### src/sv/mtf_pkg.sv
// Package: types, sizes and codes for the move-to-front recent list.
package mtf_pkg;

    localparam int DEPTH    = 16;
    localparam int KEY_BITS = 64;

    localparam int KEY_W   = 64;
    localparam int INDEX_W = 4;
    localparam int COUNT_W = 5;

    localparam int IDX_W = (DEPTH > 1) ? $clog2(DEPTH) : 1;
    localparam int CNT_W = $clog2(DEPTH + 1);
    localparam int CMP_W = (CNT_W > INDEX_W) ? CNT_W : INDEX_W;

    typedef enum logic [1:0] {
        OP_ADD    = 2'd0,
        OP_REMOVE = 2'd1,
        OP_CLEAR  = 2'd2,
        OP_READ   = 2'd3
    } op_t;

    typedef enum logic [1:0] {
        ST_IDLE,
        ST_ADD,
        ST_REM,
        ST_RD
    } state_t;

    typedef struct packed {
        op_t                opcode;
        logic [KEY_W-1:0]   key;
        logic [INDEX_W-1:0] index;
    } req_t;

    typedef struct packed {
        logic [KEY_W-1:0]   result_key;
        logic               hit;
        logic               changed;
        logic [COUNT_W-1:0] entry_count;
    } rsp_t;

endpackage

### src/sv/move_to_front_recent_list_core.sv
// Top level: most-recent-first key list held in one synchronous memory.
//
//  channel | direction | handshake                       | payload
//  --------+-----------+---------------------------------+--------
//  request | in        | start, taken when busy is low   | req (req_t)
//  result  | out       | done, high for one cycle        | rsp (rsp_t)
//
// Clear, an add of an empty key or to an empty list, and an out-of-range remove or
// read return a result straight from idle; a read in range passes through the read
// state. An add walks one entry per cycle to the duplicate or the end; a remove
// walks from the index to the end.
// Reset clears the state, the count and done only; words at or above the count never reach a result.
// The receiver cannot stall; busy holds off new requests during a walk.
module move_to_front_recent_list_core
    import mtf_pkg::*;
(
    input  logic clk,
    input  logic rst_n,
    input  logic start,
    output logic busy,
    input  req_t req,
    output logic done,
    output rsp_t rsp
);

    // Entry storage: one write and one registered read per cycle.
    logic [KEY_BITS-1:0] mem [DEPTH];
    logic [KEY_BITS-1:0] rd_data;
    logic                mem_we;
    logic [IDX_W-1:0]    waddr;
    logic [IDX_W-1:0]    raddr;
    logic [KEY_BITS-1:0] wdata;

    state_t              state_reg, state_next;
    logic [CNT_W-1:0]    count_reg, count_next;
    logic [IDX_W-1:0]    ptr_reg, ptr_next;
    logic [KEY_BITS-1:0] carry_reg, carry_next;
    logic [KEY_BITS-1:0] key_reg, key_next;
    rsp_t                rsp_reg, rsp_next;
    logic                done_reg, done_next;

    logic                accept;
    logic [KEY_BITS-1:0] req_key;
    logic                idx_in;
    logic [CNT_W-1:0]    ptr_ext;
    logic                ptr_at_end;
    logic                ptr_last;
    logic                full;
    logic                match;
    rsp_t                rsp_idle;

    always_ff @(posedge clk)
    begin
        if (mem_we)
        begin
            mem[waddr] <= wdata;
        end
        rd_data <= mem[raddr];
    end

    assign accept     = start && (state_reg == ST_IDLE);
    assign req_key    = req.key[KEY_BITS-1:0];
    assign idx_in     = CMP_W'(req.index) < CMP_W'(count_reg);
    assign ptr_ext    = CNT_W'(ptr_reg);
    assign ptr_at_end = (ptr_ext == count_reg);
    assign ptr_last   = (CNT_W'(ptr_ext + CNT_W'(1)) == count_reg);
    assign full       = (count_reg == CNT_W'(DEPTH));
    assign match      = (rd_data == key_reg);

    // Result that leaves the list as it is.
    always_comb
    begin
        rsp_idle             = '0;
        rsp_idle.entry_count = COUNT_W'(count_reg);
    end

    // Next state.
    always_comb
    begin
        state_next = state_reg;
        case (state_reg)
            ST_IDLE:
            begin
                if (accept)
                begin
                    case (req.opcode)
                        OP_ADD:
                        begin
                            if ((req_key != '0) && (count_reg != '0))
                            begin
                                state_next = ST_ADD;
                            end
                        end
                        OP_REMOVE:
                        begin
                            if (idx_in)
                            begin
                                state_next = ST_REM;
                            end
                        end
                        OP_READ:
                        begin
                            if (idx_in)
                            begin
                                state_next = ST_RD;
                            end
                        end
                        default:
                        begin
                            state_next = ST_IDLE;
                        end
                    endcase
                end
            end
            ST_ADD:
            begin
                if (ptr_at_end || match || (ptr_last && full))
                begin
                    state_next = ST_IDLE;
                end
            end
            ST_REM:
            begin
                if (ptr_last)
                begin
                    state_next = ST_IDLE;
                end
            end
            ST_RD:
            begin
                state_next = ST_IDLE;
            end
            default:
            begin
                state_next = ST_IDLE;
            end
        endcase
    end

    // Memory control, walk registers and result.
    always_comb
    begin
        mem_we     = 1'b0;
        waddr      = ptr_reg;
        wdata      = carry_reg;
        raddr      = IDX_W'(ptr_ext + CNT_W'(1));
        count_next = count_reg;
        ptr_next   = ptr_reg;
        carry_next = carry_reg;
        key_next   = key_reg;
        rsp_next   = rsp_reg;
        done_next  = 1'b0;
        case (state_reg)
            ST_IDLE:
            begin
                if (accept)
                begin
                    key_next   = req_key;
                    carry_next = req_key;
                    ptr_next   = '0;
                    case (req.opcode)
                        OP_ADD:
                        begin
                            raddr = '0;
                            if (req_key == '0)
                            begin
                                // Empty word: drop the request.
                                done_next = 1'b1;
                                rsp_next  = rsp_idle;
                            end
                            else if (count_reg == '0)
                            begin
                                // Empty list: store at the front directly.
                                mem_we               = 1'b1;
                                waddr                = '0;
                                wdata                = req_key;
                                count_next           = CNT_W'(1);
                                done_next            = 1'b1;
                                rsp_next             = '0;
                                rsp_next.changed     = 1'b1;
                                rsp_next.entry_count = COUNT_W'(1);
                            end
                        end
                        OP_REMOVE:
                        begin
                            if (idx_in)
                            begin
                                ptr_next = IDX_W'(req.index);
                                raddr    = IDX_W'(CMP_W'(req.index) + CMP_W'(1));
                            end
                            else
                            begin
                                done_next = 1'b1;
                                rsp_next  = rsp_idle;
                            end
                        end
                        OP_CLEAR:
                        begin
                            count_next       = '0;
                            done_next        = 1'b1;
                            rsp_next         = '0;
                            rsp_next.changed = (count_reg != '0);
                        end
                        OP_READ:
                        begin
                            if (idx_in)
                            begin
                                raddr = IDX_W'(req.index);
                            end
                            else
                            begin
                                done_next = 1'b1;
                                rsp_next  = rsp_idle;
                            end
                        end
                        default:
                        begin
                            done_next = 1'b0;
                        end
                    endcase
                end
            end
            ST_ADD:
            begin
                // Write the carried key into this slot, carry the old one on.
                mem_we = 1'b1;
                if (ptr_at_end)
                begin
                    count_next           = CNT_W'(count_reg + CNT_W'(1));
                    done_next            = 1'b1;
                    rsp_next             = '0;
                    rsp_next.changed     = 1'b1;
                    rsp_next.entry_count = COUNT_W'(count_reg + CNT_W'(1));
                end
                else if (match)
                begin
                    done_next        = 1'b1;
                    rsp_next         = rsp_idle;
                    rsp_next.hit     = 1'b1;
                    rsp_next.changed = 1'b1;
                end
                else if (ptr_last && full)
                begin
                    // Oldest entry falls off the end.
                    done_next        = 1'b1;
                    rsp_next         = rsp_idle;
                    rsp_next.changed = 1'b1;
                end
                else
                begin
                    carry_next = rd_data;
                    ptr_next   = IDX_W'(ptr_ext + CNT_W'(1));
                    raddr      = IDX_W'(ptr_ext + CNT_W'(1));
                end
            end
            ST_REM:
            begin
                if (!ptr_last)
                begin
                    // Pull the next entry up into this slot.
                    mem_we   = 1'b1;
                    wdata    = rd_data;
                    ptr_next = IDX_W'(ptr_ext + CNT_W'(1));
                    raddr    = IDX_W'(ptr_ext + CNT_W'(2));
                end
                else
                begin
                    count_next           = CNT_W'(count_reg - CNT_W'(1));
                    done_next            = 1'b1;
                    rsp_next             = '0;
                    rsp_next.hit         = 1'b1;
                    rsp_next.changed     = 1'b1;
                    rsp_next.entry_count = COUNT_W'(count_reg - CNT_W'(1));
                end
            end
            ST_RD:
            begin
                done_next           = 1'b1;
                rsp_next            = rsp_idle;
                rsp_next.result_key = KEY_W'(rd_data);
                rsp_next.hit        = 1'b1;
            end
            default:
            begin
                done_next = 1'b0;
            end
        endcase
    end

    always_ff @(posedge clk or negedge rst_n)
    begin
        if (!rst_n)
        begin
            state_reg <= ST_IDLE;
            count_reg <= '0;
            done_reg  <= 1'b0;
        end
        else
        begin
            state_reg <= state_next;
            count_reg <= count_next;
            done_reg  <= done_next;
        end
    end

    always_ff @(posedge clk)
    begin
        ptr_reg   <= ptr_next;
        carry_reg <= carry_next;
        key_reg   <= key_next;
        rsp_reg   <= rsp_next;
    end

    assign busy = (state_reg != ST_IDLE);
    assign done = done_reg;
    assign rsp  = rsp_reg;

`ifndef ASSERT_OFF
    a_count_bound: assert property (@(posedge clk) disable iff (!rst_n)
        count_reg <= CNT_W'(DEPTH))
        else $error("entry count above list depth");

    a_add_ptr: assert property (@(posedge clk) disable iff (!rst_n)
        (state_reg == ST_ADD) |-> (ptr_ext <= count_reg))
        else $error("add walk ran past the end of the list");

    a_clear_rsp: assert property (@(posedge clk) disable iff (!rst_n)
        (accept && (req.opcode == OP_CLEAR)) |=> (done && (rsp.entry_count == '0)))
        else $error("clear did not report an empty list");

    a_read_rsp: assert property (@(posedge clk) disable iff (!rst_n)
        (state_reg == ST_RD) |=> (done && rsp.hit && !rsp.changed))
        else $error("read in range did not report a hit");

    a_walk_quiet: assert property (@(posedge clk) disable iff (!rst_n)
        (busy && !$past(done_next)) |-> !done)
        else $error("result strobe while a walk is in progress");
`endif

endmodule
### config.mk
export PLATFORM = sky130hd
export DESIGN_NAME = move_to_front_recent_list_core
export DESIGN_NICKNAME = d
export VERILOG_FILES = /design/src/sv/mtf_pkg.sv /design/src/sv/move_to_front_recent_list_core.sv
export SDC_FILE = /design/constraint.sdc
export NUM_CORES = 2
export LEC_CHECK = 0
export BUFFER_PORTS_ARGS = -buffer_cell sky130_fd_sc_hd__buf_4
export CAP_MARGIN = 20
export CORE_MARGIN = 2
export CORE_UTILIZATION = 35
export CTS_CLUSTER_DIAMETER = 40
export DETAILED_ROUTE_END_ITERATION = 6
export GPL_TIMING_DRIVEN = 0
export HOLD_SLACK_MARGIN = 0.06
export RECOVER_POWER = 50
export SLEW_MARGIN = 20
export SYNTH_ARGS = -nofsm -noshare
export SYNTH_HDL_FRONTEND = slang
export SYNTH_SLANG_ARGS = --single-unit
### constraint.sdc
create_clock -name clk -period 10.15 [get_ports clk]
set_clock_uncertainty 0.15 [all_clocks]
set_input_delay 1.015 -clock clk [delete_from_list [all_inputs] [get_ports clk]]
set_output_delay 1.015 -clock clk [all_outputs]
set_load 0.1 [all_outputs]
==> summary.txt <==
Status -> finished, violations left
Failing checks -> capacitance limit, slew limit
R2r worst-path depth -> 10
Slowest cell on crit path -> nor4_1
Hold Path End -> key_reg[1]
H-tree depth -> 4
GRT Residual Overflow -> 0
R2r endpoint -> carry_reg[49]
Post-CTS Setup Inserts -> 0
Total GRT Usage -> 0.225
DRC violation total after the first TritonRoute iteration -> 4899
Worst R2R Setup Slack -> 2770 ps
Post-DRT Antenna Nets -> 0
Initial core utilization -> 0.353
Count leader, synth -> edfxtp_1
Crit share post-route -> 0.836
Ratio of cells with drive above 1 in the final layout -> 0.159
Post-synth top area share -> 0.695
Slew headroom -> -0.876
Routability cong. -> 0.953
# nets final -> 3764
Final setup violating endpoints -> 0
R2R Path Start -> state_reg[1]
Met3 usage -> 0.0610
I/O Buffers -> 145
Syn Inst Count -> 3267
Placed Cells incl. Taps -> 5513
Vias in the first global route -> 31800
Die area -> 0.155 mm2
# IOs -> 146
Top_reg_cell synth -> edfxtp_1
Num CTS Buffers -> 174
Critical Path Max Stage Delay -> 1590 ps
Tmin final -> 8480 ps
Max reg flops -> 1024
Layout Cells excl Fill -> 5854
Worst slew pin tran -> 2810 ps
Slew Limit Fails -> 264
Leading area contributor after synthesis -> edfxtp_1
Core ar. -> 0.150 mm2
CTS sink count -> 1299
Vias/cell -> 5.77
WL/cell -> 30.2 um
CTS-repair resized insts -> 0
Clock Latency Late Sink -> 820 ps
Fill cells -> 13400
Most used cell, CP -> nor4_1
Detailed Routing Iterations Pass 1 -> 7
Yosys cell types -> 73
CP endpoint kind -> flip-flop
DRC -> 0
Post-Syn Area per Cell -> 16.2 um2
Cts hold-fix bufs -> 1
Flops & latches, synth -> 1299
First-pass GRT wire length -> 243 mm
Largest net degree at the start of global routing -> 42
Max_cap viols -> 17
Synthesis Warnings -> 0
RSZ-0062 raised after global routing -> no
HP Start -> req[5]
CTS root buf -> clkbuf_16
FP Rows -> 142
Global Route met2 Usage -> 0.321
CP Launch Type -> input pin
Post-synth ARST share -> 0.00616
Hpwl dp -> 122 mm
Worst hold slack -> 339 ps
Min-Delay Path Class -> in -> reg
Layout area overhead -> 20.6%
Die Span Y -> 393 um
Largest cells by area after synthesis -> edfxtp_1, mux2i_1, dfxtp_1
WL final -> 177 mm
Final hold vios -> 0
Syn nets -> 3356
Critical Path AT -> 8820 ps
Antenna violations before repair -> 41
CP Data Required Time -> 10490 ps
Die width -> 393 um
Number of synthesized flops with an enable pin -> 1227
CTS clock-pin slew for the worst setup and hold paths -> 60 ps
Worst Path Max Fanout -> 15
Met1 Use GR -> 0.326
Routed via count -> 33800
Fmax -> 118 MHz
GRT Max-Usage Layer -> met1
Placed Area -> 0.0588 mm2
Fin area -> 0.0639 mm2
Synth cell count leaders -> edfxtp_1, mux2i_1, o22ai_1, nand2_1, clkbuf_1
Max Root-Sink Buffers -> 3
CP Cell Sequence -> clkbuf_1, nor4_1, nand4_1, nor4_1, nand2b_1, nor4_1, nor3_1, nand3b_1, nor2_1, clkbuf_1, buf_16
Critical path class -> in -> reg
Mapped cell area -> 0.0530 mm2
Register area share after synthesis -> 0.723
Hold path depth -> 1
CTS tree -> yes
## metrics by stage
step	worst slack, ps	util	TNS, ps
after floorplan	3010	-	0
after CTS	3980	0.432	0
after global routing	2030	0.426	0
after detailed placement	3190	0.392	0
final	1670	0.426	0
after global placement	-3650	0.377	-2710720
## worst max-delay path, delay by kind of cell
family / cells / cell delay [ps]
AND/OR/NAND/NOR: 8 / 6070
buffers and inverters: 3 / 1650
## worst max-delay path by stage
stage	cells after the start	to	start	slack, ps
2_1_floorplan	7	mem[2][0]	start	3010
3_3_place_gp	10	mem[2][52]	state_reg[0]	-3650
3_5_place_dp	10	mem[10][14]	req[24]	3190
4_1_cts	10	mem[10][14]	req[24]	3980
5_1_grt	11	mem[4][37]	req[25]	2030
6_report	11	mem[4][37]	req[25]	1670
## logic make-up after synthesis
kind of cell | synth area share
flip-flops | 0.723
AO/OA/AOI/OAI | 0.0825
multiplexers | 0.112
AND/OR/NAND/NOR | 0.0441
buffers and inverters | 0.0213
XOR/XNOR | 0.0128
adder cells (fa/ha/maj) | 0.00378
## final cells by class
class                           count  area, um2  area share
Sequential cell                  1299      38300       0.600
Multi-Input combinational cell   1704      13800       0.216
Clock buffer                      203       4530      0.0709
Tap cell                         2016       2520      0.0395
Timing Repair Buffer              232       1980      0.0310
Clock inverter                    123       1570      0.0245
Buffer                            226        995      0.0156
Inverter                           38        144     0.00225
Antenna cell                       13       32.5    0.000509
## metal layers
| metal | vias up | part of all wire |
|---|---|---|
| li1 | 14000 | - |
| met4 | 46 | 0.034 |
| met3 | 336 | 0.12 |
| met5 | - | 0.0015 |
| met1 | 17200 | 0.42 |
| met2 | 2110 | 0.42 |
## cells in the final DEF, fill, tap and decap left out, types with 15 or more instances in the layout
cell type / n
clkbuf_1: 317
or4_1: 43
buf_16: 21
clkinv_2: 26
edfxtp_1: 1227
nor2_1: 28
xor2_1: 71
o211ai_1: 68
a2111oi_0: 85
inv_1: 34
nand2_1: 165
buf_12: 31
buf_2: 66
o31ai_1: 64
a222oi_1: 20
and2_0: 58
clkbuf_16: 175
dfxtp_1: 64
mux2i_1: 476
o21ai_0: 20
buf_6: 15
mux2_2: 106
a21oi_1: 58
or4b_1: 21
o221ai_2: 34
ha_1: 16
o22ai_1: 195
nor4_1: 37
bufinv_16: 19
clkinvlp_4: 16
Power is left out: the tool's default activity adds up to more than one toggle a clock period on the data nets, which glitch-free logic cannot reach.
